$ cat config.mk
export PLATFORM = sky130hd
export DESIGN_NAME = array_linked_list_free_pool_core
export DESIGN_NICKNAME = d
export VERILOG_FILES = /design/src/hw/rtl/alfp_pkg.sv /design/src/hw/rtl/alfp_link_mem.sv /design/src/hw/rtl/alfp_data_mem.sv /design/src/hw/rtl/alfp_ctrl.sv /design/src/hw/rtl/array_linked_list_free_pool_core.sv
export SDC_FILE = /design/constraint.sdc
export NUM_CORES = 1
export LEC_CHECK = 0
export BUFFER_PORTS_ARGS = -buffer_cell sky130_fd_sc_hd__buf_2
export CAP_MARGIN = 25
export CORE_ASPECT_RATIO = 0.75
export CORE_UTILIZATION = 55
export CTS_CLUSTER_SIZE = 12
export DETAILED_ROUTE_END_ITERATION = 8
export PLACE_DENSITY = 0.81
export SETUP_SLACK_MARGIN = 0.05
export SLEW_MARGIN = 20
export SYNTH_ARGS = -nofsm -noshare
export SYNTH_HDL_FRONTEND = slang
export SYNTH_SLANG_ARGS = --single-unit
$ cat constraint.sdc
create_clock -name clk -period 13 [get_ports clk]
set_clock_uncertainty 0.05 [all_clocks]
set_input_delay 0.65 -clock clk [delete_from_list [all_inputs] [get_ports clk]]
set_output_delay 0.65 -clock clk [all_outputs]
set_load 0.01 [all_outputs]
$ cat src/hw/rtl/alfp_pkg.sv
`default_nettype none

package alfp_pkg;

  // port field widths
  localparam int OP_W        = 3;
  localparam int ST_W        = 2;
  localparam int SLOT_W      = 4;
  localparam int DATA_W      = 32;
  localparam int IN_TDATA_W  = 40;
  localparam int OUT_TDATA_W = 56;

  // parameter defaults
  localparam int NODES_DEF      = 8;
  localparam int DATA_WIDTH_DEF = 32;

  // operation codes
  localparam logic [OP_W-1:0] OP_CLEAR    = 3'd0;
  localparam logic [OP_W-1:0] OP_INSERT   = 3'd1;
  localparam logic [OP_W-1:0] OP_DELETE   = 3'd2;
  localparam logic [OP_W-1:0] OP_TRAVERSE = 3'd3;
  localparam logic [OP_W-1:0] OP_STATUS   = 3'd4;

  // result status codes
  localparam logic [ST_W-1:0] ST_OK      = 2'd0;
  localparam logic [ST_W-1:0] ST_FULL    = 2'd1;
  localparam logic [ST_W-1:0] ST_EMPTY   = 2'd2;
  localparam logic [ST_W-1:0] ST_BADPRED = 2'd3;

  typedef struct packed {
    logic [ST_W-1:0]   status;
    logic [SLOT_W-1:0] slot;
    logic [DATA_W-1:0] data_out;
    logic [SLOT_W-1:0] next_slot;
    logic [SLOT_W-1:0] head_slot;
    logic [SLOT_W-1:0] free_slot;
    logic              is_empty;
    logic              is_full;
    logic              last;
  } res_t;

endpackage

`default_nettype wire

$ cat src/hw/rtl/alfp_link_mem.sv
`default_nettype none

// Next-pointer memory. Entries never written read as their reset link (i -> i+1, with slot NODES and 0 reading 0).
module alfp_link_mem #(
  parameter int NODES = alfp_pkg::NODES_DEF,
  parameter int PW    = $clog2(alfp_pkg::NODES_DEF + 1)
) (
  input  wire logic          clk,
  input  wire logic          rst_n,
  input  wire logic [PW-1:0] ra,
  input  wire logic          we,
  input  wire logic [PW-1:0] wa,
  input  wire logic [PW-1:0] wd,
  output logic      [PW-1:0] rd
);

  logic [PW-1:0] mem [0:NODES];
  logic [NODES:0] valid_r;
  logic [PW-1:0]  rd_r;
  logic [PW-1:0]  ra_r;
  logic           rv_r;
  logic           fwd;
  logic [PW-1:0]  dflt;

  assign fwd = we && (wa == ra);

  always_ff @(posedge clk) begin
    if (we) begin
      mem[wa] <= wd;
    end
    rd_r <= fwd ? wd : mem[ra];
    ra_r <= ra;
  end

  always_ff @(posedge clk) begin
    if (!rst_n) begin
      valid_r <= '0;
      rv_r    <= 1'b0;
    end else begin
      if (we) begin
        valid_r[wa] <= 1'b1;
      end
      rv_r <= valid_r[ra] | fwd;
    end
  end

  assign dflt = ((ra_r != '0) && (int'(ra_r) < NODES)) ? ra_r + PW'(1) : '0;
  assign rd   = rv_r ? rd_r : dflt;

endmodule

`default_nettype wire

$ cat src/hw/rtl/alfp_data_mem.sv
`default_nettype none

// Payload memory. Entries never written read as all ones.
module alfp_data_mem #(
  parameter int NODES = alfp_pkg::NODES_DEF,
  parameter int PW    = $clog2(alfp_pkg::NODES_DEF + 1),
  parameter int DW    = alfp_pkg::DATA_WIDTH_DEF
) (
  input  wire logic          clk,
  input  wire logic          rst_n,
  input  wire logic [PW-1:0] ra,
  input  wire logic          we,
  input  wire logic [PW-1:0] wa,
  input  wire logic [DW-1:0] wd,
  output logic      [DW-1:0] rd
);

  logic [DW-1:0]  mem [0:NODES];
  logic [NODES:0] valid_r;
  logic [DW-1:0]  rd_r;
  logic           rv_r;
  logic           fwd;

  assign fwd = we && (wa == ra);

  always_ff @(posedge clk) begin
    if (we) begin
      mem[wa] <= wd;
    end
    rd_r <= fwd ? wd : mem[ra];
  end

  always_ff @(posedge clk) begin
    if (!rst_n) begin
      valid_r <= '0;
      rv_r    <= 1'b0;
    end else begin
      if (we) begin
        valid_r[wa] <= 1'b1;
      end
      rv_r <= valid_r[ra] | fwd;
    end
  end

  assign rd = rv_r ? rd_r : '1;

endmodule

`default_nettype wire

$ cat src/hw/rtl/alfp_ctrl.sv
`default_nettype none

// Request sequencer: reads, modifies and writes back the link and payload memories.
module alfp_ctrl #(
  parameter int NODES = alfp_pkg::NODES_DEF,
  parameter int PW    = $clog2(alfp_pkg::NODES_DEF + 1),
  parameter int DW    = alfp_pkg::DATA_WIDTH_DEF
) (
  input  wire logic                          clk,
  input  wire logic                          rst_n,
  input  wire logic                          in_valid,
  output logic                               in_ready,
  input  wire logic [alfp_pkg::OP_W-1:0]     in_op,
  input  wire logic [alfp_pkg::SLOT_W-1:0]   in_pred,
  input  wire logic [alfp_pkg::DATA_W-1:0]   in_payload,
  output logic                               res_valid,
  input  wire logic                          res_ready,
  output alfp_pkg::res_t                     res,
  output logic      [PW-1:0]                 lk_ra,
  output logic                               lk_we,
  output logic      [PW-1:0]                 lk_wa,
  output logic      [PW-1:0]                 lk_wd,
  input  wire logic [PW-1:0]                 lk_rd,
  output logic      [PW-1:0]                 dt_ra,
  output logic                               dt_we,
  output logic      [PW-1:0]                 dt_wa,
  output logic      [DW-1:0]                 dt_wd,
  input  wire logic [DW-1:0]                 dt_rd
);

  localparam int SW = alfp_pkg::SLOT_W;
  localparam int XW = alfp_pkg::DATA_W;
  localparam int CW = $clog2(NODES);

  localparam logic [3:0] S_IDLE  = 4'd0;
  localparam logic [3:0] S_EXEC  = 4'd1;
  localparam logic [3:0] S_INS1  = 4'd2;
  localparam logic [3:0] S_INS2  = 4'd3;
  localparam logic [3:0] S_INS3  = 4'd4;
  localparam logic [3:0] S_DELH  = 4'd5;
  localparam logic [3:0] S_DELP1 = 4'd6;
  localparam logic [3:0] S_DELP2 = 4'd7;
  localparam logic [3:0] S_DELP3 = 4'd8;
  localparam logic [3:0] S_TRV   = 4'd9;
  localparam logic [3:0] S_EMIT  = 4'd10;

  logic [3:0] state_r, state_nxt;
  logic [alfp_pkg::OP_W-1:0] op_r, op_nxt;
  logic [PW-1:0] pred_r, pred_nxt;
  logic          pred_bad_r, pred_bad_nxt;
  logic [DW-1:0] pay_r, pay_nxt;
  logic [PW-1:0] list_head_r, list_head_nxt;
  logic [PW-1:0] free_head_r, free_head_nxt;
  logic [PW-1:0] t_r, t_nxt;
  logic [PW-1:0] aux_r, aux_nxt;
  logic [CW-1:0] cnt_r, cnt_nxt;
  logic [alfp_pkg::ST_W-1:0] res_status_r, res_status_nxt;
  logic [PW-1:0] res_slot_r, res_slot_nxt;
  logic [DW-1:0] res_data_r, res_data_nxt;
  logic [PW-1:0] res_next_r, res_next_nxt;
  logic          res_last_r, res_last_nxt;

  always_ff @(posedge clk) begin
    if (!rst_n) begin
      state_r     <= S_IDLE;
      list_head_r <= '0;
      free_head_r <= PW'(1);
    end else begin
      state_r     <= state_nxt;
      list_head_r <= list_head_nxt;
      free_head_r <= free_head_nxt;
    end
  end

  always_ff @(posedge clk) begin
    op_r         <= op_nxt;
    pred_r       <= pred_nxt;
    pred_bad_r   <= pred_bad_nxt;
    pay_r        <= pay_nxt;
    t_r          <= t_nxt;
    aux_r        <= aux_nxt;
    cnt_r        <= cnt_nxt;
    res_status_r <= res_status_nxt;
    res_slot_r   <= res_slot_nxt;
    res_data_r   <= res_data_nxt;
    res_next_r   <= res_next_nxt;
    res_last_r   <= res_last_nxt;
  end

  always_comb begin
    state_nxt      = state_r;
    op_nxt         = op_r;
    pred_nxt       = pred_r;
    pred_bad_nxt   = pred_bad_r;
    pay_nxt        = pay_r;
    list_head_nxt  = list_head_r;
    free_head_nxt  = free_head_r;
    t_nxt          = t_r;
    aux_nxt        = aux_r;
    cnt_nxt        = cnt_r;
    res_status_nxt = res_status_r;
    res_slot_nxt   = res_slot_r;
    res_data_nxt   = res_data_r;
    res_next_nxt   = res_next_r;
    res_last_nxt   = res_last_r;
    in_ready       = 1'b0;
    lk_ra          = '0;
    lk_we          = 1'b0;
    lk_wa          = t_r;
    lk_wd          = free_head_r;
    dt_ra          = '0;
    dt_we          = 1'b0;
    dt_wa          = t_r;
    dt_wd          = '1;

    unique case (state_r)
      S_IDLE: begin
        in_ready = 1'b1;
        if (in_valid) begin
          op_nxt       = in_op;
          pred_nxt     = PW'(in_pred);
          pred_bad_nxt = int'(in_pred) > NODES;
          pay_nxt      = DW'(in_payload);
          state_nxt    = S_EXEC;
        end
      end
      S_EXEC: begin
        // single-result default; overridden where the request does real work
        res_status_nxt = alfp_pkg::ST_OK;
        res_slot_nxt   = '0;
        res_data_nxt   = '0;
        res_next_nxt   = '0;
        res_last_nxt   = 1'b1;
        state_nxt      = S_EMIT;
        case (op_r)
          alfp_pkg::OP_CLEAR: begin
            list_head_nxt = '0;
          end
          alfp_pkg::OP_INSERT: begin
            if (free_head_r == '0) begin
              res_status_nxt = alfp_pkg::ST_FULL;
            end else if (pred_bad_r) begin
              res_status_nxt = alfp_pkg::ST_BADPRED;
            end else begin
              lk_ra     = free_head_r;
              t_nxt     = free_head_r;
              state_nxt = S_INS1;
            end
          end
          alfp_pkg::OP_DELETE: begin
            if (list_head_r == '0) begin
              res_status_nxt = alfp_pkg::ST_EMPTY;
            end else if (pred_bad_r) begin
              res_status_nxt = alfp_pkg::ST_BADPRED;
            end else if (pred_r == '0) begin
              lk_ra     = list_head_r;
              dt_ra     = list_head_r;
              t_nxt     = list_head_r;
              state_nxt = S_DELH;
            end else begin
              lk_ra     = pred_r;
              state_nxt = S_DELP1;
            end
          end
          alfp_pkg::OP_TRAVERSE: begin
            if (list_head_r == '0) begin
              res_status_nxt = alfp_pkg::ST_EMPTY;
            end else begin
              lk_ra     = list_head_r;
              dt_ra     = list_head_r;
              t_nxt     = list_head_r;
              cnt_nxt   = '0;
              state_nxt = S_TRV;
            end
          end
          default: begin
          end
        endcase
      end
      S_INS1: begin
        aux_nxt = lk_rd;
        if (pred_r == '0) begin
          lk_we          = 1'b1;
          lk_wd          = list_head_r;
          dt_we          = 1'b1;
          dt_wd          = pay_r;
          list_head_nxt  = t_r;
          free_head_nxt  = lk_rd;
          res_slot_nxt   = t_r;
          res_data_nxt   = pay_r;
          res_next_nxt   = list_head_r;
          state_nxt      = S_EMIT;
        end else begin
          lk_ra     = pred_r;
          state_nxt = S_INS2;
        end
      end
      S_INS2: begin
        lk_we         = 1'b1;
        lk_wd         = lk_rd;
        dt_we         = 1'b1;
        dt_wd         = pay_r;
        free_head_nxt = aux_r;
        res_slot_nxt  = t_r;
        res_data_nxt  = pay_r;
        // predecessor equal to the taken slot ends up pointing at itself
        res_next_nxt  = (pred_r == t_r) ? t_r : lk_rd;
        state_nxt     = S_INS3;
      end
      S_INS3: begin
        lk_we     = 1'b1;
        lk_wa     = pred_r;
        lk_wd     = t_r;
        state_nxt = S_EMIT;
      end
      S_DELH: begin
        list_head_nxt = lk_rd;
        lk_we         = 1'b1;
        dt_we         = 1'b1;
        free_head_nxt = t_r;
        res_slot_nxt  = t_r;
        res_data_nxt  = dt_rd;
        state_nxt     = S_EMIT;
      end
      S_DELP1: begin
        if (lk_rd == '0) begin
          res_status_nxt = alfp_pkg::ST_BADPRED;
          state_nxt      = S_EMIT;
        end else begin
          lk_ra     = lk_rd;
          dt_ra     = lk_rd;
          t_nxt     = lk_rd;
          state_nxt = S_DELP2;
        end
      end
      S_DELP2: begin
        lk_we        = 1'b1;
        lk_wa        = pred_r;
        lk_wd        = lk_rd;
        dt_we        = 1'b1;
        res_slot_nxt = t_r;
        res_data_nxt = dt_rd;
        state_nxt    = S_DELP3;
      end
      S_DELP3: begin
        lk_we         = 1'b1;
        free_head_nxt = t_r;
        state_nxt     = S_EMIT;
      end
      S_TRV: begin
        res_status_nxt = alfp_pkg::ST_OK;
        res_slot_nxt   = t_r;
        res_data_nxt   = dt_rd;
        res_next_nxt   = lk_rd;
        res_last_nxt   = (lk_rd == '0) || (cnt_r == CW'(NODES - 1));
        state_nxt      = S_EMIT;
      end
      S_EMIT: begin
        if (res_ready) begin
          if (res_last_r) begin
            state_nxt = S_IDLE;
          end else begin
            lk_ra     = res_next_r;
            dt_ra     = res_next_r;
            t_nxt     = res_next_r;
            cnt_nxt   = cnt_r + CW'(1);
            state_nxt = S_TRV;
          end
        end
      end
      default: begin
        state_nxt = S_IDLE;
      end
    endcase
  end

  assign res_valid     = (state_r == S_EMIT);
  assign res.status    = res_status_r;
  assign res.slot      = SW'(res_slot_r);
  assign res.data_out  = XW'(res_data_r);
  assign res.next_slot = SW'(res_next_r);
  assign res.head_slot = SW'(list_head_r);
  assign res.free_slot = SW'(free_head_r);
  assign res.is_empty  = (list_head_r == '0);
  assign res.is_full   = (free_head_r == '0);
  assign res.last      = res_last_r;

endmodule

`default_nettype wire

$ cat src/hw/rtl/array_linked_list_free_pool_core.sv
// Linked list over a pool of NODES slots (1..NODES, 0 = nil) with a free chain.
// Input stream: one request per beat, op in in_tuser, predecessor and payload in in_tdata.
// Output stream: one result per beat; out_tlast marks the final result of a request.
// Requests are handled one at a time by a sequencer around two single-port-read
// memories (next pointers, payloads) with a registered read. Sequencer states from
// request accept to result in the output register:
//   clear, status, full, empty, predecessor above NODES: EXEC;
//   insert at head: EXEC, INS1; delete at head: EXEC, DELH; delete after a slot
//   with no successor: EXEC, DELP1; insert after predecessor: EXEC, INS1, INS2, INS3;
//   delete after predecessor: EXEC, DELP1, DELP2, DELP3; traverse: EXEC, then TRV per node.
// The sequencer is ready for a new request in the cycle after the last result of the
// previous one moves into the output register. The output register holds its result
// while out_tready is low; the sequencer waits in turn until that register frees up.
// Reset (rst_n low, synchronous) empties the list and sets the free chain to 1..NODES
// at once: per-entry valid bits make unwritten entries read as their reset contents,
// so there is no clearing pass.
`default_nettype none

module array_linked_list_free_pool_core #(
  parameter int NODES      = alfp_pkg::NODES_DEF,
  parameter int DATA_WIDTH = alfp_pkg::DATA_WIDTH_DEF
) (
  input  wire logic                               clk,
  input  wire logic                               rst_n,
  input  wire logic                               in_tvalid,
  output logic                                    in_tready,
  // pred[3:0], payload[35:4], zero pad [39:36]
  input  wire logic [alfp_pkg::IN_TDATA_W-1:0]    in_tdata,
  // op[2:0]
  input  wire logic [alfp_pkg::OP_W-1:0]          in_tuser,
  output logic                                    out_tvalid,
  input  wire logic                               out_tready,
  // slot[3:0], data_out[35:4], next_slot[39:36], head_slot[43:40],
  // free_slot[47:44], is_empty[48], is_full[49], zero pad [55:50]
  output logic      [alfp_pkg::OUT_TDATA_W-1:0]   out_tdata,
  // status[1:0]
  output logic      [alfp_pkg::ST_W-1:0]          out_tuser,
  output logic                                    out_tlast
);

  localparam int PW = $clog2(NODES + 1);
  localparam int SW = alfp_pkg::SLOT_W;
  localparam int XW = alfp_pkg::DATA_W;
  localparam int PAD_W = alfp_pkg::OUT_TDATA_W - (4 * SW + XW + 2);

  logic          res_valid;
  logic          res_ready;
  alfp_pkg::res_t res;
  alfp_pkg::res_t out_res_r;
  logic          out_valid_r;

  logic [PW-1:0]         lk_ra, lk_wa, lk_wd, lk_rd;
  logic                  lk_we;
  logic [PW-1:0]         dt_ra, dt_wa;
  logic [DATA_WIDTH-1:0] dt_wd, dt_rd;
  logic                  dt_we;

  alfp_ctrl #(
    .NODES (NODES),
    .PW    (PW),
    .DW    (DATA_WIDTH)
  ) u_ctrl (
    .clk        (clk),
    .rst_n      (rst_n),
    .in_valid   (in_tvalid),
    .in_ready   (in_tready),
    .in_op      (in_tuser),
    .in_pred    (in_tdata[SW-1:0]),
    .in_payload (in_tdata[SW+XW-1:SW]),
    .res_valid  (res_valid),
    .res_ready  (res_ready),
    .res        (res),
    .lk_ra      (lk_ra),
    .lk_we      (lk_we),
    .lk_wa      (lk_wa),
    .lk_wd      (lk_wd),
    .lk_rd      (lk_rd),
    .dt_ra      (dt_ra),
    .dt_we      (dt_we),
    .dt_wa      (dt_wa),
    .dt_wd      (dt_wd),
    .dt_rd      (dt_rd)
  );

  alfp_link_mem #(
    .NODES (NODES),
    .PW    (PW)
  ) u_link_mem (
    .clk   (clk),
    .rst_n (rst_n),
    .ra    (lk_ra),
    .we    (lk_we),
    .wa    (lk_wa),
    .wd    (lk_wd),
    .rd    (lk_rd)
  );

  alfp_data_mem #(
    .NODES (NODES),
    .PW    (PW),
    .DW    (DATA_WIDTH)
  ) u_data_mem (
    .clk   (clk),
    .rst_n (rst_n),
    .ra    (dt_ra),
    .we    (dt_we),
    .wa    (dt_wa),
    .wd    (dt_wd),
    .rd    (dt_rd)
  );

  // output register
  assign res_ready = !out_valid_r || out_tready;

  always_ff @(posedge clk) begin
    if (!rst_n) begin
      out_valid_r <= 1'b0;
    end else if (res_ready) begin
      out_valid_r <= res_valid;
    end
  end

  always_ff @(posedge clk) begin
    if (res_ready && res_valid) begin
      out_res_r <= res;
    end
  end

  assign out_tvalid = out_valid_r;
  assign out_tuser  = out_res_r.status;
  assign out_tlast  = out_res_r.last;
  assign out_tdata  = {{PAD_W{1'b0}}, out_res_r.is_full, out_res_r.is_empty,
                       out_res_r.free_slot, out_res_r.head_slot, out_res_r.next_slot,
                       out_res_r.data_out, out_res_r.slot};

endmodule

`default_nettype wire

### Yosys cells after proc, flatten, opt, wreduce, memory -nomap -nowiden

Memory sizes are Yosys's and may differ from the RTL's. A register that Yosys moved wholly into a read port is not among the register bits.
Cells that the tools add are included.

* $add $sub $neg: 2
* multipliers: 0
* divide/modulo/power cells: 0
* $lt $le $gt $ge: 8
* equality and inequality tests: 33
* shifts and indexed selects: 0
* mux-type cells: 88
* bitwise logic cells: 4
* reductions and logical operators: 43

Operators with widths (number)
* 2-to-1 mux 4 bit: 39
* one-hot mux 32 bit (4 select lines): 1
* one-hot mux 4 bit (3 select lines): 9
* 2-to-1 mux 32 bit: 3
* one-hot mux 32 bit (2 select lines): 1
* one-hot mux 4 bit (4 select lines): 2
* one-hot mux 4 bit (8 select lines): 1
* logical NOT 4 bit: 5
* less-than comparator 4 x 5 -> 1 bit (second input constant): 4
* OR 9 bit: 2
* == test 4 x 3 -> 1 bit (second input constant): 4
* inequality test 3 bit (second input constant): 5
* nonzero test 3 bit: 5
* 2-to-1 mux 2 bit: 7
* AND reduction 2 bit: 7
* == test 4 bit: 3
* == test 4 bit (second input constant): 3
* 2-to-1 mux 3 bit: 4
* one-hot mux 2 bit (3 select lines): 2
* nonzero test 4 bit: 3
* AND reduction 11 bit: 1
* 2-to-1 mux 1 bit: 10
* inequality test 2 bit (second input constant): 5
* binary-select mux 1 bit (select 4 bit): 2
* other kinds (29): 50

* register bits after elaboration: 184
* bits in latches: 0
* bits in writable memories: 324
* memory bits (read-only): 0
* word-level logic and storage cells: 210
* memories kept: 2

Memory list
* u_data_mem.mem: words 9, bits a word 32, read ports 1, clocked after memory_dff 1, write ports 1, RTL line alfp_data_mem.sv:18 `logic [DW-1:0] mem [0:NODES];`
* u_link_mem.mem: words 9, bits a word 4, read ports 1, clocked after memory_dff 1, write ports 1, RTL line alfp_link_mem.sv:17 `logic [PW-1:0] mem [0:NODES];`

### Depth between registers and ports, before layout

* depth in word-level cells: 10
* mapped depth: 13

### By module

From an unflattened synthesis, not the netlist that was laid out.

* cells, all modules: 1180
* area, all modules: 20644.8 um2

By module, submodules not included
* alfp_data_mem: times used 1, cells an instance 535, area an instance 11641.2 um2, seq. area each 8928.6 um2
* alfp_ctrl: times used 1, cells an instance 441, area an instance 5270.1 um2, seq. area each 3062.9 um2
* alfp_link_mem: times used 1, cells an instance 139, area an instance 2035.7 um2, seq. area each 1361.3 um2
* array_linked_list_free_pool_core: times used 1, cells an instance 65, area an instance 1697.9 um2, seq. area each 1611.5 um2

### Worst setup path after synthesis

Ideal clock, no wire load.

* path kind: register to register
* start point: register u_ctrl.pred_r[1]
* end point: memory u_data_mem.mem[2][0] (netlist name), enable pin
* library setup time: 0.505 ns
* data arrival time: 4.926 ns
* setup slack: 7.520 ns
* stages on the path, launching flop included: 8
* cells stage by stage: edfxtp_1 > buf_6 > or4_1 > buf_2 > nor2_1 > o21ai_0 > or2_2 > nor4_1

* cells in the longest elaborated chain, start to end: 5

Ends and longest elaborated chain
* start, declared: RTL line alfp_ctrl.sv:49 `logic [PW-1:0] pred_r, pred_nxt;`
* start signal, assigned: RTL line alfp_ctrl.sv:77 `pred_r <= pred_nxt;`
* logical NOT 4 bit: RTL line alfp_ctrl.sv:182 `if (pred_r == '0) begin`
* 2-to-1 mux 1 bit: RTL line alfp_ctrl.sv:182
* one-hot mux 1 bit (2 select lines): RTL line alfp_ctrl.sv:116 `unique case (state_r)`
* 2-to-1 mux 1 bit: RTL line alfp_data_mem.sv:27 `if (we) begin`
* 2-to-1 mux 1 bit (implied by the code): RTL line alfp_data_mem.sv:28 `mem[wa] <= wd;`
* end, declared: RTL line alfp_data_mem.sv:18

No other way between the ends.

### Worst setup path after layout

* start point: register u_ctrl.state_r[0]
* end point: register u_data_mem.rv_r

* cells in the longest elaborated chain, start to end: 5
* elaborated cells between the ends (all ways): 15
* classes of those cells: eq/ne (8); mux (4); bitwise (1); reduce/logical (2)

Ends and longest elaborated chain
* start, declared: RTL line alfp_ctrl.sv:47 `logic [3:0] state_r, state_nxt;`
* start signal, assigned: RTL line alfp_ctrl.sv:69 `state_r <= state_nxt;`
* == test 4 bit (tied with other cells): RTL line alfp_ctrl.sv:116
* one-hot mux 4 bit (3 select lines) or OR reduction 3 bit (tied branches)
* binary-select mux 1 bit (select 4 bit) (tied with other cells): RTL line alfp_data_mem.sv:41 `rv_r <= valid_r[ra] | fwd;`
* 2-to-1 mux 1 bit (implied by the code) or logical AND 1 bit (tied branches): RTL line alfp_data_mem.sv:41, alfp_data_mem.sv:24
* OR 1 bit (*): RTL line alfp_data_mem.sv:41
* end signal, assigned: RTL line alfp_data_mem.sv:41
* end, declared: RTL line alfp_data_mem.sv:21 `logic rv_r;`

Mark *: on every way between the ends. The rest lies on a longest branch, timed or not. The select of a mux whose other input is x is not followed.
A chain may end at the register's enable or synchronous reset.

==> flow_metrics.py <==
metrics = {
    "outcome": {
        "status": "finished clean",
    },
    "synth": {
        "synth_area_leaders": "edfxtp_1 68%, mux4_2 7.1%, dfxtp_1 3.9%, mux2i_1 2.6%, mux2_2 1.9%",
        "ys_ff_latch": 512,
        "synth-warning-count": 0,
        "synth.avg_cell_area_sq_um": 16.2,
        "yosysUniqueCellTypes": 64,
        "yosys.area.top_type": "edfxtp_1",
        "synth-seq-area-share_pct": 71.9,
        "synth_edf_count": 471,
        "synth_area_sq_mm": 0.0208,
        "yosysTopAreaCellShare_pct": 68.0,
        "ys.flop_type": "edfxtp_1",
        "async_reset_ff_share_pct": 0,
        "synthCells": 1284,
    },
    "power_and_ir_drop": {
        "cellLeakagePower_nw": 7.71,
        "p_per_area_mw_per_mm2": 181,
        "max-vdd-ir-drop_mv": 0.166,
    },
    "floorplanning": {
        "die-height_um": 170,
        "design.portCount": 108,
        "die_area_sq_mm": 0.0386,
        "num_rows": 61,
        "start_util_pct": 56.0,
        "core-area_sq_mm": 0.0372,
        "die_w_um": 227,
    },
    "global_route": {
        "grt_use_total_pct": 24.6,
        "grt_max_degree": 42,
        "grt_pass1_wl_mm": 70.7,
        "grt_pass1_vias": 12000,
        "overflow": 0,
        "antenna_found_initial": 0,
    },
    "route": {
        "avgViaCountPerCell": 6.39,
        "via_count": 12200,
        "drt_iter0_drc": 1678,
        "wire_per_inst_um": 24.4,
        "totalWireLength_mm": 46.6,
        "route.detailed.drc": 0,
        "ant_nets": 0,
        "firstDrtPassIters": 7,
    },
    "timing": {
        "hold_violations": 0,
        "finalMaxSlewViolations": 0,
        "rsz0062_at_grt": "no",
        "slew_headroom_pct": 30.9,
        "worstMarginPinSlew_ps": 1040,
        "fin_crit_ps": 3670,
        "setup_viol": 0,
        "fin_ws_ps": 9330,
        "timing.fmax_ghz": 0.272,
        "tns_ps": 0,
        "fin_crit_sh_pct": 28.2,
    },
    "clock_network": {
        "cts_tree": "done",
        "cts.sinks": 512,
        "cts_resized": 0,
        "clk_latency_ps": 590,
        "postCtsHoldBufs": 0,
        "cts_buffers": 50,
        "cts_setup_buffers": 0,
        "clockBufferDepth": 3,
        "cts_root_buf": "clkbuf_16",
        "htree_levels": 2,
        "clk_pin_slew_ps": 60,
    },
    "layout": {
        "drive_gt1_share_pct": 22.3,
        "diodes": 0,
        "syn2layout_area_growth_pct": 12.2,
        "final_common_cell": "edfxtp_1",
        "layout.nets": 1426,
        "nFillCells": 2544,
        "final_area_sq_mm": 0.0233,
        "layout_common_cells": "471 x edfxtp_1, 97 x buf_2, 96 x nor2_1",
    },
    "critical_path": {
        "slowest_delay_ps": 730,
        "start_kind": "register",
        "cp-end-kind": "register",
        "slowest_stage": "nor2b_1",
        "critPathArrivalTime_ps": 4080,
        "worstPathRequired_ps": 13410,
        "cp_cell_sequence": "nor2b_1 > nand2_1 > a21o_1 > a21oi_1 > a221o_2 > mux2_2 > a32o_1 > or3_1",
        "worstSetupPathType": "register to register",
        "path_max_fanout": 22,
    },
    "placement": {
        "numPortBuffers": 97,
        "dp_slack_ps": 9480,
        "place_hpwl_mm": 26.9,
        "postPlaceCellArea_sq_mm": 0.0218,
        "gp_congestion": 1.01,
    },
    "min_path": {
        "min_path_type": "input pin to register",
    },
    "run": {
        "max_cap_viol_count": 0,
    },
}
-- synthesized netlist by cell type, drive strengths merged (11+ instances only) --
cell type / n
mux2: 36
mux4: 66
dfxtp: 41
a31oi: 11
nand2: 32
or3: 34
nor2: 101
nor3: 11
buf: 27
o21ai: 51
clkbuf: 61
inv: 21
edfxtp: 471
nand2b: 12
nor2b: 15
a21oi: 67
and2: 11
mux2i: 54
a21o: 36
-- cell type report --
type | instances | area (sq um) | area share (%)
Sequential cell | 512 | 15000 | 64.1
Multi-Input combinational cell | 667 | 5490 | 23.5
Clock buffer | 76 | 1350 | 5.78
Timing Repair Buffer | 122 | 731 | 3.13
Tap cell | 504 | 631 | 2.70
Clock inverter | 8 | 95.1 | 0.407
Inverter | 22 | 82.6 | 0.354
-- logic make-up after synthesis --
family	Yosys count	share of synthesized area (%)
other	1	0.0180
muxes	156	11.7
adders and majority gates	4	0.241
xor gates and xnor gates	7	0.295
and+or+nand+nor	262	6.39
DFF	512	71.9
AOI/OAI and AO/OA	232	7.20
buffers and inverters	110	2.26
-- routing by layer --
metal	part of all wire, %	GRT usage, %
met1	40	35.3
met2	47	38.6
met3	10	4.52
met5	0	0
met4	2.4	7.52
-- state kept, by name, indices dropped and copies added, names as in the netlist, 4 cells and up, named ones only --
name / cells
u_data_mem.mem: 288
out_tdata: 50
u_link_mem.mem: 36
u_ctrl.pay_r: 32
u_ctrl.res_data_r: 32
u_data_mem.valid_r: 9
u_link_mem.valid_r: 9
u_ctrl.aux_r: 4
u_ctrl.dt_wa: 4
u_ctrl.free_head_r: 4
u_ctrl.list_head_r: 4
u_ctrl.pred_r: 4
u_ctrl.res_next_r: 4
u_ctrl.res_slot_r: 4
u_ctrl.state_r: 4
u_link_mem.ra_r: 4
-- metrics by stage --
step | power [mW] | hold slack [ps] | instances | util, %
after detailed placement | 2.91 | 355 | 1824 | 58.8
after global routing | 4.36 | 184 | 1911 | 62.8
after global placement | 2.87 | 354 | 1822 | 58.6
after floorplan | 2.65 | 350 | 1289 | -
after CTS | 4.21 | 185 | 1908 | 62.7
final | 4.22 | 200 | 1911 | 62.8
-- report_power, final --
group | internal [mW] | switching, mW
logic | 0.209 | 0.477
clock network | 0.735 | 0.583
registers | 2.09 | 0.134
total | 3.03 | 1.19
-- worst max-delay path, delay by kind of cell (launching register included) --
family | cells | cell delay [ps]
AND/OR/NAND/NOR | 3 | 1410
AO/OA/AOI/OAI | 4 | 1170
flip-flops | 1 | 560
multiplexers | 1 | 360
-- path summary, 6_finish.rpt --
path | end | from | cells after the start | slack (ps)
max reg2reg | u_data_mem.rv_r$_SDFF_PN0_ | u_ctrl.state_r[0]$_SDFFE_PN0P_ | 8 | 9330
max | u_data_mem.rv_r$_SDFF_PN0_ | u_ctrl.state_r[0]$_SDFFE_PN0P_ | 8 | 9330
min reg2reg | out_tdata[2]$_DFFE_PP_ | u_ctrl.res_slot_r[2]$_SDFFCE_PN0P_ | 0 | 350
min | u_ctrl.pred_r[1]$_DFFE_PP_ | in_tdata[1] | 1 | 200
(Power assumes the default switching activity.)
